**config.mk**
```make
export PLATFORM = sky130hd
export DESIGN_NAME = hte_lane
export DESIGN_NICKNAME = d
export VERILOG_FILES = /design/src/rtl/hte_pkg.sv /design/src/rtl/hte_lane.sv
export SDC_FILE = /design/constraint.sdc
export NUM_CORES = 2
export LEC_CHECK = 0
export BUFFER_PORTS_ARGS = -buffer_cell sky130_fd_sc_hd__buf_2
export CAP_MARGIN = 0
export CORE_MARGIN = 3
export CORE_UTILIZATION = 50
export DETAILED_ROUTE_END_ITERATION = 10
export PLACE_DENSITY_LB_ADDON = 0.1
export SKIP_LAST_GASP = 1
export SLEW_MARGIN = 30
export SYNTH_ARGS = -nofsm -noshare
export SYNTH_HDL_FRONTEND = slang
export SYNTH_SLANG_ARGS = --single-unit
```
**constraint.sdc**
```tcl
create_clock -name clk -period 16.35 [get_ports clk]
set_input_delay 0 -clock clk [delete_from_list [all_inputs] [get_ports clk]]
set_output_delay 0 -clock clk [all_outputs]
set_load 0.01 [all_outputs]
```
**src/rtl/hte_pkg.sv**
```systemverilog
// shared constants, function codes and lane control type for the transform engine
`timescale 1ns / 1ps
package hte_pkg;

  localparam int COORD_WIDTH_DEF = 32;
  localparam int FRAC_BITS_DEF   = 16;
  localparam int FUNC_W          = 3;
  localparam int IDX_W           = 5;
  localparam int STORE_DEPTH     = 32;

  // function codes
  localparam logic [FUNC_W-1:0] FN_LOAD      = 3'd0;
  localparam logic [FUNC_W-1:0] FN_POINT     = 3'd1;
  localparam logic [FUNC_W-1:0] FN_VECTOR    = 3'd2;
  localparam logic [FUNC_W-1:0] FN_NORMAL    = 3'd3;
  localparam logic [FUNC_W-1:0] FN_INV_POINT = 3'd4;
  localparam logic [FUNC_W-1:0] FN_INV_NORM  = 3'd5;

  // per-cycle control of the dot-product lanes
  typedef struct packed {
    logic       first;
    logic       mul;
    logic       add;
    logic       fin;
    logic [1:0] idx;
  } lane_ctl_t;

endpackage

```
**src/rtl/hte_lane.sv**
```systemverilog
// one row lane: multiply-accumulate of a matrix row with the input, then shift and saturate
`timescale 1ns / 1ps
module hte_lane import hte_pkg::*; #(
  parameter int CW = COORD_WIDTH_DEF,
  parameter int FB = FRAC_BITS_DEF
) (
  input  logic                 clk,
  input  lane_ctl_t            ctl,
  input  logic                 trans,
  input  logic signed [CW-1:0] m_elem [4],
  input  logic signed [CW-1:0] p_elem [3],
  output logic signed [CW-1:0] v_r,
  output logic                 sat_r
);
  localparam int AW = 2 * CW + 2;

  logic signed [2*CW-1:0] prod_r;
  logic signed [AW-1:0]   acc_r, acc_nxt;
  logic signed [AW-1:0]   sh;
  logic                   ovf;

  // one product a cycle
  always_ff @(posedge clk) begin
    if (ctl.mul) begin
      prod_r <= m_elem[ctl.idx] * p_elem[ctl.idx];
    end
  end

  // accumulator, seeded with the aligned translation column for points
  always_comb begin
    acc_nxt = acc_r;
    if (ctl.first) begin
      acc_nxt = trans ? (AW'(m_elem[3]) <<< FB) : '0;
    end else if (ctl.add) begin
      acc_nxt = acc_r + AW'(prod_r);
    end
  end

  always_ff @(posedge clk) begin
    acc_r <= acc_nxt;
  end

  // reduce to Q format and saturate
  assign sh  = acc_r >>> FB;
  assign ovf = !((&sh[AW-1:CW-1]) || !(|sh[AW-1:CW-1]));

  always_ff @(posedge clk) begin
    if (ctl.fin) begin
      sat_r <= ovf;
      if (!ovf) begin
        v_r <= sh[CW-1:0];
      end else if (sh[AW-1]) begin
        v_r <= {1'b1, {(CW-1){1'b0}}};
      end else begin
        v_r <= {1'b0, {(CW-1){1'b1}}};
      end
    end
  end

endmodule

```
Word level (Yosys, flattened, before mapping)

Cells that the tools add are included.

Register bits: 163
Input bits: 232
Output and inout port bits: 33
Logic and storage cells: 25

$add $sub $neg: 1
Multipliers: 1
$lt $le $gt $ge: 1
Muxes and demuxes: 11
Bitwise logic cells: 1
Reduce and logical (&&, ||, !) cells: 6

Operators with widths:

| cell                 | count |
|---|---|
| $mux W66             | 3 |
| $mux W32             | 6 |
| $bmux W32 S2         | 2 |
| $add A66 B64 Y66     | 1 |
| $mul A32 B32 Y64     | 1 |
| $reduce_and A19 Y1   | 1 |
| $reduce_or A19 Y1    | 1 |
| $ge A3 B3 Y1 const B | 1 |
| $not A2 Y3           | 1 |
| $logic_not A1 Y1     | 2 |
| $reduce_bool A2 Y1   | 1 |
| $logic_or A1 B1 Y1   | 1 |

Longest topological paths before layout

Depth after elaboration: 5
Depth in mapped cells: 36
Mapped depth without buffers: 31

Worst setup path before layout

OpenSTA, ideal clock, no wires.

Kind: input to register
Start: in ctl[1] in the netlist's numbering
End: reg prod_r[63], data pin
Library setup time: 0.260 ns
Data arrival time: 8.597 ns
Required time: 16.090 ns
Setup slack: 7.493 ns
Cell stages on the path: 31
Path buffers: 4
Cell sequence: buf_2 > buf_1 > buf_1 > mux2i_1 > nor2_1 > a21o_1 > nand2_1 > inv_1 > fa_1 > fa_1 > inv_1 > fa_1 > inv_1 > fa_1 > inv_1 > fa_1 > inv_1 > fa_1 > inv_1 > fa_1 > inv_1 > fa_1 > ha_1 > clkbuf_1 > a21o_1 > a221o_1 > a221o_1 > a41oi_2 > and3b_1 > o22ai_2 > xnor2_1

Word-level cells in the longest chain between the ends: 5
Elaborated cells between the ends (all ways): 8
Those cells by class: mul: 1; mux: 6; bitwise: 1

RTL lines:

| what                                        | line           | text |
|---|---|---|
| from (decl)                                 | hte_lane.sv:8  | `input lane_ctl_t ctl,` |
| $not A2 Y3 (implied by the code) *          | hte_lane.sv:25 | `prod_r <= m_elem[ctl.idx] * p_elem[ctl.idx];` |
| $bmux W32 S2                                | hte_lane.sv:25 |  |
| $mux W32 (implied by the code) (2 in a row) | hte_lane.sv:25 |  |
| $mul A32 B32 Y64 *                          | hte_lane.sv:25 |  |
| to (signal assigned)                        | hte_lane.sv:25 |  |
| to (decl)                                   | hte_lane.sv:17 | `logic signed [2*CW-1:0] prod_r;` |

Mark *: on every way between the ends. The rest lies on a longest branch, timed or not. The select of a mux whose other input is x is not followed.
A chain may end at the register's enable or synchronous reset.

Worst setup path after layout

Start: in ctl[1] in the netlist's numbering
End: reg prod_r[61], data pin

Same word-level chain as after synthesis.

==> summary.txt <==
Outcome
  • Outcome: complete, no violations

Synthesis
  • Most used flip-flop cell after synthesis: edfxtp_1
  • Unique masters post-synth: 81
  • Post-synth ARST share: 0%
  • Dominant cell type by area after synthesis: fa_1
  • Most common library cells after synthesis: 1,083 x fa_1, 1,042 x inv_1, 645 x nor2_1, 613 x nand2_1, 249 x ha_1
  • Top-count cell post-synth: fa_1
  • Syn_nets: 6,703
  • Share of the synthesized area in the top cell type: 46.2%
  • EDFF count, synth: 163
  • Top post-synthesis cells by area: fa_1 46%, edfxtp_1 10%, inv_1 8.3%, ha_1 6.6%, nor2_1 5.2%
  • Synth warn: 0
  • Syn_area_per_cell: 9.14 um^2
  • Synthesized area: 47,000 um^2
  • Synthesized flop and latch total: 163
  • Register area share after synthesis: 10.4%
  • Post-Syn Instances: 5,139

Final layout
  • Final core occ: 54.8%
  • Fin area: 50,600 um^2
  • Multi-input gate area: 37,300 um^2
  • Total Nets Final: 6,846
  • Fill count: 8,490
  • Register area: 4890 um^2
  • Layout cells sized above 1: 9.52%
  • Layout Area Growth over Synthesis: 7.80%

Global routing
  • GRT Overall Usage: 35.1%
  • First-pass GRT wire length: 251,000 um
  • GRT overflow: 0
  • Vias in the first global route: 38,500
  • Initial antenna violation count: 2
  • Largest net degree at the start of global routing: 85

STA
  • Tcrit/Tclk final: 61.1%
  • Setup Viol. Count Final: 0
  • Final slew viol count: 0
  • Min Tclk post-route: 10000 ps
  • Final Skew: 12.7 ps
  • Worst Tran Pin Value: 1050 ps
  • F_max: 100 MHz
  • Endpoints failing hold: 0
  • Unrepaired setup endpoints after global routing: no
  • Slew HR: 29.8%
  • Worst setup margin: 6350 ps
  • Setup_tns: 0 ps

Clocking
  • Root Buffer: clkbuf_16
  • Maximum clock path buffer count: 2
  • CTS Buf Count: 17
  • CTS sink count: 163
  • Clock latency on the worst-skew pair: 450 ps
  • Clk slew on worst S/H paths: 60 ps
  • H-tree levels: 4
  • CTS tree: yes
  • Post_cts resized: 0

Worst hold path
  • Min-delay src: ctl[5]
  • Type of the tightest min-delay check: input port to register
  • Hold path endpoint: acc_r[58]
  • Hold path cells: 2

Worst setup path
  • Crit start category: input port
  • Most frequent CP cell: fa_1
  • Worst setup path class: input port to register
  • Worst EP arrival: 10,180 ps
  • Worst Path Required: 16,540 ps
  • Reg2Reg Depth: 11
  • Crit-path max cell delay: 1060 ps
  • Crit path max fanout: 53
  • R2R Setup Slk: 12,660 ps
  • Cell with the largest stage delay on the worst path: fa_1
  • CP Capture Type: register
  • R2R Path End: acc_r[59]
  • Worst r2r src: prod_r[3]
  • CP startpoint: ctl[1]

Floorplan
  • I/O pins: 265
  • Die Area: 97,700 um^2
  • Core Area: 92,400 um^2
  • Die X: 313 um
  • Core Rows: 111
  • Die Y: 313 um
  • Initial Util: 50.9%

Placed design
  • GPL Wtd Cong: 0.978
  • IO buf count: 264
  • Post-DP Area: 49,800 um^2
  • Place WS: 5860 ps
  • DP HPWL: 132,000 um

Route
  • 1st-iter DRT viols: 3,550
  • WL final: 169,000 um
  • Vias: 37,300
  • Post-route ant nets: 0
  • Avg Vias per Cell: 5.70
  • Routed WL per cell: 25.8 um
  • Detailed Routing Iterations Pass 1: 6
  • Drt drc: 0

Job
  • Max-cap violations: 0
## worst max-delay path by stage
| stage | end | slack [ps] | depth (start not counted) |
|---|---|---|---|
| after floorplan | prod_r[63] | 7490 | 31 |
| after global placement | prod_r[61] | 5960 | 28 |
| after detailed placement | prod_r[61] | 5860 | 28 |
| after CTS | prod_r[61] | 6340 | 28 |
| after global routing | prod_r[61] | 5890 | 28 |
| final | prod_r[61] | 6350 | 28 |
## layer usage
metal  part of all wire, %  global-route usage, %
met5                     0                      0
met4                   4.2                   11.8
met3                    13                   11.3
met2                    43                   52.6
met1                    40                   48.3
## cell type report
type,count,area share (%)
multi-input combinational,3663,73.7
sequential,163,9.67
inverter,1042,7.72
timing repair buffer,395,4.70
tap,1243,3.07
clock buffer,19,0.855
clock inverter,13,0.314
antenna,2,0.00988
## metrics by stage
stage	hold WS (ps)	instances
final	12.9	6540
after global routing	6.50	6539
after CTS	2.65	6538
after detailed placement	325	6481
after global placement	327	6481
after floorplan	112	5139
## kinds of logic (layout without fill, tap and decap cells)
kind of cell,after synthesis,after routing,synth area share [%]
AOI/OAI and AO/OA,652,652,9.10
xor gates and xnor gates,127,127,2.37
adders and majority gates,1332,1332,52.8
buffers and inverters,1313,1469,10.6
DFF,163,163,10.4
muxes,98,98,2.17
other,0,2,0
and+or+nand+nor,1454,1454,12.6
## timing repair
item | CTS | global route
endpoints found under the hold margin | 25 | 0
hold buffers | 25 | 0
setup buffers | 0 | 0
## flip-flops by register name, indices dropped and copies added, names as in the netlist
name and flops:
acc_r 66, prod_r 64, sat_r 1, v_r 32
## worst max-delay path, delay by kind of cell
kind	cells	cell delay (ps)
AOI/OAI and AO/OA	8	2190
adders and majority gates	9	5220
buffers and inverters	7	2010
muxes	1	160
and+or+nand+nor	3	520
## layout by cell type (no fill, tap or decap), drive strengths merged, types with 12 or more instances in the layout
cell type	n
nand3	56
a21oi	168
xor2	52
and2	12
nor3	14
mux2i	66
a21o	153
dlygate4sd3	25
o211ai	13
and3	21
clkbuf	19
a211oi	21
o21bai	14
nand2	614
inv	1044
o21ai	158
mux2	32
buf	370
fa	1083
o21a	46
a31oi	17
ha	249
edfxtp	163
xnor2	75
nand4	35
nor2b	16
nor2	645
Power is not shown: default switching activity piles up to over one toggle a cycle in this logic, so the estimate is an artifact.
