## config.mk

```make
export PLATFORM = sky130hd
export DESIGN_NAME = hte_div
export DESIGN_NICKNAME = d
export VERILOG_FILES = /design/src/rtl/hte_pkg.sv /design/src/rtl/hte_div.sv
export SDC_FILE = /design/constraint.sdc
export NUM_CORES = 1
export LEC_CHECK = 0
export BUFFER_PORTS_ARGS = -buffer_cell sky130_fd_sc_hd__buf_2
export CORE_MARGIN = 4
export CORE_UTILIZATION = 55
export CTS_CLUSTER_SIZE = 16
export DETAILED_ROUTE_END_ITERATION = 7
export PLACE_DENSITY = 0.7
export SYNTH_ARGS = -nofsm -noshare
export SYNTH_HDL_FRONTEND = slang
export SYNTH_SLANG_ARGS = --single-unit
```

## constraint.sdc

```tcl
create_clock -name clk -period 12.1 [get_ports clk]
set_input_delay 3.63 -clock clk [delete_from_list [all_inputs] [get_ports clk]]
set_output_delay 3.63 -clock clk [all_outputs]
set_load 0.05 [all_outputs]
```

## src/rtl/hte_pkg.sv

```systemverilog
// shared constants, function codes and lane control type for the transform engine
`timescale 1ns / 1ps
package hte_pkg;

  localparam int COORD_WIDTH_DEF = 32;
  localparam int FRAC_BITS_DEF   = 16;
  localparam int FUNC_W          = 3;
  localparam int IDX_W           = 5;
  localparam int STORE_DEPTH     = 32;

  // function codes
  localparam logic [FUNC_W-1:0] FN_LOAD      = 3'd0;
  localparam logic [FUNC_W-1:0] FN_POINT     = 3'd1;
  localparam logic [FUNC_W-1:0] FN_VECTOR    = 3'd2;
  localparam logic [FUNC_W-1:0] FN_NORMAL    = 3'd3;
  localparam logic [FUNC_W-1:0] FN_INV_POINT = 3'd4;
  localparam logic [FUNC_W-1:0] FN_INV_NORM  = 3'd5;

  // per-cycle control of the dot-product lanes
  typedef struct packed {
    logic       first;
    logic       mul;
    logic       add;
    logic       fin;
    logic [1:0] idx;
  } lane_ctl_t;

endpackage

```

## src/rtl/hte_div.sv

```systemverilog
// fixed-point divider, four quotient bits a cycle, saturating result
`timescale 1ns / 1ps
module hte_div import hte_pkg::*; #(
  parameter int CW = COORD_WIDTH_DEF,
  parameter int FB = FRAC_BITS_DEF
) (
  input  logic                 clk,
  input  logic                 rst_n,
  input  logic                 start,
  input  logic signed [CW-1:0] num,
  input  logic signed [CW-1:0] den,
  output logic                 done_r,
  output logic signed [CW-1:0] quot,
  output logic                 ovf
);
  localparam int NB    = CW + FB;
  localparam int NBP   = ((NB + 3) / 4) * 4;
  localparam int STEPS = NBP / 4;
  localparam int CNT_W = $clog2(STEPS + 1);

  logic [NBP-1:0]   n_r, q_r, n_t, q_t;
  logic [CW-1:0]    d_r, abs_n, abs_d;
  logic [CW:0]      rem_r, rem_t;
  logic             neg_r, busy_r;
  logic [CNT_W-1:0] cnt_r;

  assign abs_n = num[CW-1] ? CW'(-num) : CW'(num);
  assign abs_d = den[CW-1] ? CW'(-den) : CW'(den);

  // four restoring steps
  always_comb begin
    rem_t = rem_r;
    n_t   = n_r;
    q_t   = q_r;
    for (int i = 0; i < 4; i++) begin
      rem_t = {rem_t[CW-1:0], n_t[NBP-1]};
      n_t   = n_t << 1;
      if (rem_t >= {1'b0, d_r}) begin
        rem_t = rem_t - {1'b0, d_r};
        q_t   = {q_t[NBP-2:0], 1'b1};
      end else begin
        q_t   = {q_t[NBP-2:0], 1'b0};
      end
    end
  end

  always_ff @(posedge clk) begin
    if (!rst_n) begin
      busy_r <= 1'b0;
      done_r <= 1'b0;
      cnt_r  <= '0;
    end else if (start) begin
      busy_r <= 1'b1;
      done_r <= 1'b0;
      cnt_r  <= '0;
    end else if (busy_r) begin
      cnt_r <= cnt_r + 1'b1;
      if (cnt_r == CNT_W'(STEPS - 1)) begin
        busy_r <= 1'b0;
        done_r <= 1'b1;
      end
    end
  end

  // datapath
  always_ff @(posedge clk) begin
    if (start) begin
      n_r   <= {{(NBP-CW){1'b0}}, abs_n} << FB;
      d_r   <= abs_d;
      rem_r <= '0;
      q_r   <= '0;
      neg_r <= num[CW-1] ^ den[CW-1];
    end else if (busy_r) begin
      n_r   <= n_t;
      rem_r <= rem_t;
      q_r   <= q_t;
    end
  end

  // sign and saturation of the quotient
  always_comb begin
    if (neg_r) begin
      ovf = (|q_r[NBP-1:CW]) || (q_r[CW-1] && (|q_r[CW-2:0]));
    end else begin
      ovf = |q_r[NBP-1:CW-1];
    end
    if (ovf) begin
      quot = neg_r ? {1'b1, {(CW-1){1'b0}}} : {1'b0, {(CW-1){1'b1}}};
    end else begin
      quot = neg_r ? CW'(-q_r[CW-1:0]) : q_r[CW-1:0];
    end
  end

endmodule

```

### Word-level counts from Yosys, hierarchy flattened

Cells that the tools add are included.

* add/sub/neg operators: 8
* bitwise operators: 2
* reductions and logical operators: 8
* mux-type cells: 19
* equality and inequality tests: 1
* $lt $le $gt $ge: 4

Operator list (count)
* 32-bit two-way mux: 8
* 33-bit by 32-bit greater-or-equal comparator with 1-bit output: 4
* 32-bit subtractor: 4
* 48-bit two-way mux: 2
* 32-bit negation: 3
* 31-bit two-way mux: 1
* 31-bit OR reduction: 1
* 17-bit OR reduction: 1
* 16-bit OR reduction: 1
* 1-bit two-way mux: 8
* 4-bit by 1-bit adder with 4-bit output, second input constant: 1
* 4-bit equality test, second input constant: 1
* 2-bit AND reduction: 1
* 2-bit nonzero test: 1
* 2-bit OR reduction: 1
* 1-bit logical AND: 1
* 1-bit logical OR: 1
* 1-bit NOT: 1
* 1-bit bitwise XOR: 1

* input bits: 67
* output and inout bits: 34
* register bits after elaboration: 151

### Logic depth before layout (Yosys ltp)

* depth after elaboration: 8
* gate-level depth with buffers: 54
* gate-level depth less buffers: 46

### Worst setup path before layout

No wires, ideal clock.

* path type: register to register
* start point: register d_r[1]
* end point: register rem_r[0]
* slack: 1582 ps
* arrival time: 10430 ps
* setup time: 88 ps
* required time: 12012 ps
* path buffers: 7
* stages on the path, launching flop included: 47
* path through: edfxtp_1 inv_1 ha_1 nand2b_1 a21o_1 a211o_1 a2111oi_4 o21ai_2 and2_4 buf_2 buf_2 clkbuf_1 o21ai_0 ha_1 a21oi_1 o21ai_0 a221o_1 a211oi_1 (+11 left out) o21bai_1 a2111oi_1 o32ai_1 o21ai_0 a31oi_4 nand2_2 buf_2 mux2_2 ha_1 nand3_1 or4_1 nor3_1 nor3_1 o21a_1 o21ai_1 and4bb_4 or3_1 a311oi_2

* word-level cells in the longest chain between the ends: 8
* elaborated cells on any way between the ends: 11
* those cells by class: 3 x add/sub; 4 x order compare; 4 x mux

Ends and longest elaborated chain
* start, declared: RTL line hte_div.sv:22 `logic [CW-1:0] d_r, abs_n, abs_d;`
* start signal, assigned: RTL line hte_div.sv:69 `d_r <= abs_d;`
* 32-bit subtractor or 33-bit by 32-bit greater-or-equal comparator with 1-bit output (tied branches): RTL line hte_div.sv:39, hte_div.sv:38
* 32-bit two-way mux: RTL line hte_div.sv:38 `if (rem_t >= {1'b0, d_r}) begin`
* 32-bit subtractor or 33-bit by 32-bit greater-or-equal comparator with 1-bit output (tied branches): RTL line hte_div.sv:39, hte_div.sv:38
* 32-bit two-way mux: RTL line hte_div.sv:38
* 32-bit subtractor or 33-bit by 32-bit greater-or-equal comparator with 1-bit output (tied branches): RTL line hte_div.sv:39, hte_div.sv:38
* 32-bit two-way mux: RTL line hte_div.sv:38
* 33-bit by 32-bit greater-or-equal comparator with 1-bit output *: RTL line hte_div.sv:38
* 32-bit two-way mux *: RTL line hte_div.sv:38
* end signal, assigned: RTL line hte_div.sv:75 `rem_r <= rem_t;`
* end, declared: RTL line hte_div.sv:23 `logic [CW:0] rem_r, rem_t;`

Every way passes the cells marked *; elsewhere a longest branch is shown, timed or not.
A chain may end at the register's enable or synchronous reset.

### Final worst setup path

* start point: register d_r[12]
* end point: register rem_r[23]

* word-level cells in the longest chain between the ends: 8
* elaborated cells on any way between the ends: 12
* those cells by class: 4 x add/sub; 4 x order compare; 4 x mux

Ends and longest elaborated chain (RTL line)
* 32-bit subtractor or 33-bit by 32-bit greater-or-equal comparator with 1-bit output (tied branches): hte_div.sv:39, hte_div.sv:38
* 32-bit two-way mux: hte_div.sv:38
* 32-bit subtractor or 33-bit by 32-bit greater-or-equal comparator with 1-bit output (tied branches): hte_div.sv:39, hte_div.sv:38
* 32-bit two-way mux: hte_div.sv:38
* 32-bit subtractor or 33-bit by 32-bit greater-or-equal comparator with 1-bit output (tied branches): hte_div.sv:39, hte_div.sv:38
* 32-bit two-way mux: hte_div.sv:38
* 32-bit subtractor or 33-bit by 32-bit greater-or-equal comparator with 1-bit output (tied branches): hte_div.sv:39, hte_div.sv:38
* 32-bit two-way mux *: hte_div.sv:38

Marked as above.

==> metrics.cfg <==
[synthesis]
async_flop_share_pct=0
synth_top_flop_cell=dfxtp_1
synth.top_cell.area_share_pct=12.3
netlist_area_um2=15800
yosys-top-cells-area=edfxtp_1 (12%), dfxtp_1 (11%), ha_1 (10%), xor2_1 (5.3%), xnor2_1 (5.2%)
synth_seq_cells=151
synth.net_count=2145
yosys.area.top_type=edfxtp_1
avgSynthCellArea_um2=8.15
ys_seq_area_share_pct=23.2
ys_warn_count=0
synth_edf_count=65
synth_cells=1942
yosysMostFrequentCell=nor2_1
synth_cell_types=96
ys_top_cells_by_count=nor2_1 (176), a21oi_1 (138), o21ai_0 (137), nand2_1 (133), ha_1 (132)

[clocking]
clock-sinks=151
root_buffer=clkbuf_16
clk_latency_ns=0.44
post_cts_buffers=0
cts_made_buffers=17
cts_hold_buf=0
cts_tree=yes
cts.clk_slew.worst_paths_ns=0.07
htree_levels=4
cts.path.max_buffers=2

[worst_setup_path]
critPathCaptureType=flop
cp_slowest_cell=or4_1
start_kind=flop
crit_fanout=13
crit_type=reg -> reg
rr_startpoint=d_r[12]
crit_top_cell=buf_4
critPathLaunch=d_r[12]
slowest_delay_ns=0.54
cp_top_family=compound AO/OA/AOI/OAI gates
reg2reg_to=rem_r[23]
worst-path-buf-inv=7
reg2regPathDepth=45
endpoint=rem_r[23]
reg2reg_slack_ns=0.55
critPathRequiredTime_ns=12.49
cp.arrival_ns=11.93
path_depth=45

[grt]
antenna_found_initial=0
overflow=0
grt_usage_pct=32.3
grt_pass1_wl_um=80600
grt_max_degree=104
grt_pass1_vias=14800

[timing]
finalMaxSlewViolations=0
max_freq_mhz=86.6
setup_viol=0
clock-skew-final_ns=0.00757
max_slew_margin_pct=22.4
finalHoldViolCount=0
min_period_over_period_pct=95.4
tightestPinTransition_ns=1.16
fin_crit_ns=11.55

[floorplan]
design.core.area_um2=28100
num_io_pins=101
std_cell_rows=61
start_util_pct=56.4
die_area_um2=31600
die_y_um=178
die_w_um=178

[placed_design]
place_congestion=1.03
dp_hpwl_um=41000
port_buffers=100
placed_cells_incl_taps=2433

[detailed_routing]
post_drt_wl_per_cell_um=21.3
vias_per_cell=6.45
dr.pass1.iters=5
routed_wl_um=52500
antenna_left=0
num_vias=15900
drc=0
drtIter0Drc=1549

[min_path]
hold_path.class=reg -> reg

[finish]
diodes=0
final_nets=2279
final_cells=2467
drive_above_1_share_pct=15.5
area_growth_pct=13.2
nFillCells=2499

[flow_run]
max_cap_violations=0

[outcome]
run_status=completed

-- logic make-up (layout without fill, tap and decap cells) --
family / Yosys count / count (layout) / synth area share [%]
simple gates: 564 / 566 / 17.4
compound gates: 638 / 638 / 27.5
fa+ha+maj: 136 / 136 / 10.9
flops: 151 / 151 / 23.2
buf+inv: 172 / 317 / 4.37
mux: 90 / 90 / 5.96
xor+xnor: 191 / 191 / 10.6
-- registers in the layout, indices dropped and copies added (netlist names) --
register	flops
rem_r	32
n_r	32
cnt_r	4
q_r	48
d_r	32
done_r	1
busy_r	1
neg_r	1
-- per-layer routing --
metal | share of wire [%] | wire, um | global-route usage, % | up-vias
li1 | - | - | - | 7503
met1 | 43 | 22300 | 43.0 | 7492
met2 | 44 | 23100 | 50.5 | 737
met3 | 7.4 | 3860 | 4.69 | 181
met4 | 6.1 | 3180 | 17.9 | 0
met5 | 0 | 0 | 0 | -
-- final cells by class --
cell class / count / area [um2] / area share, %
sequential: 151 / 3680 / 20.5
clock buffer: 19 / 458 / 2.55
inverter: 86 / 323 / 1.80
clock inverter: 13 / 108 / 0.600
timing repair buffer: 199 / 1270 / 7.09
tap: 378 / 473 / 2.64
multi-input combinational: 1621 / 11600 / 64.8
-- through the flow --
| stage | TNS, ns | hold WS, ns | setup slack, ns | instance area, um2 | utilization (%) |
|---|---|---|---|---|---|
| after CTS | 0 | 0.483 | 0.0705 | 17800 | 63.3 |
| after global placement | 0 | 0.460 | 0.100 | 17200 | 61.3 |
| final | 0 | 0.483 | 0.555 | 17900 | 63.8 |
| after global routing | -0.0246 | 0.511 | -0.0157 | 17900 | 63.8 |
| after floorplan | 0 | 0.451 | 1.58 | 15800 | - |
| after detailed placement | 0 | 0.466 | 0.0487 | 17200 | 61.3 |
-- cell usage in the layout (no fill, tap or decap), types with 10 or more instances in the layout --
| cell | synthesis | routed |
|---|---|---|
| nor2_1 | 176 | 175 |
| a21oi_1 | 138 | 135 |
| nand2_1 | 133 | 133 |
| o21ai_0 | 137 | 133 |
| ha_1 | 132 | 132 |
| buf_2 | 16 | 99 |
| buf_4 | 1 | 98 |
| xor2_1 | 96 | 96 |
| xnor2_1 | 94 | 94 |
| inv_1 | 86 | 86 |
| dfxtp_1 | 86 | 85 |
| a21o_1 | 76 | 76 |
| edfxtp_1 | 65 | 65 |
| mux2i_1 | 56 | 56 |
| o31ai_1 | 44 | 41 |
| nand3_1 | 41 | 38 |
| nand2b_1 | 32 | 32 |
| o21a_1 | 32 | 32 |
| mux2_2 | 32 | 32 |
| nor3_1 | 29 | 28 |
| nand4_1 | 20 | 20 |
| nor4_1 | 20 | 20 |
| or4_1 | 20 | 20 |
| o21ai_1 | 15 | 18 |
| a211oi_1 | 20 | 18 |
| clkbuf_16 | 0 | 18 |
| nor2b_1 | 16 | 16 |
| or3_1 | 16 | 16 |
| o41ai_1 | 15 | 15 |
| o22ai_1 | 13 | 13 |
| o211ai_1 | 12 | 12 |
| and2_1 | 12 | 12 |
| nor3b_1 | 11 | 10 |
-- worst min path at each step --
stage	start	to	cells past startpoint
final	done_r	done_r	2
after global routing	done_r	done_r	2
after CTS	done_r	done_r	2
after detailed placement	done_r	done_r	2
after global placement	done_r	done_r	2
after floorplan	rem_r[1]	rem_r[1]	2
-- worst reg2reg max path: cells and delay by family (launching register included) --
kind | cells | cell delay, ns
buf+inv | 7 | 1.31
fa+ha+maj | 4 | 1.46
mux | 3 | 1.18
compound gates | 20 | 4.75
flops | 1 | 0.37
simple gates | 11 | 2.39
-- timing repair --
item | CTS | global route
pin swaps | 0 | 2
cloned | 0 | 2
setup endpoints to repair | 11 | 33
resized for setup | 1 | 26
Power is not shown: default switching activity piles up to over one toggle a cycle in this logic, so the estimate is an artifact.
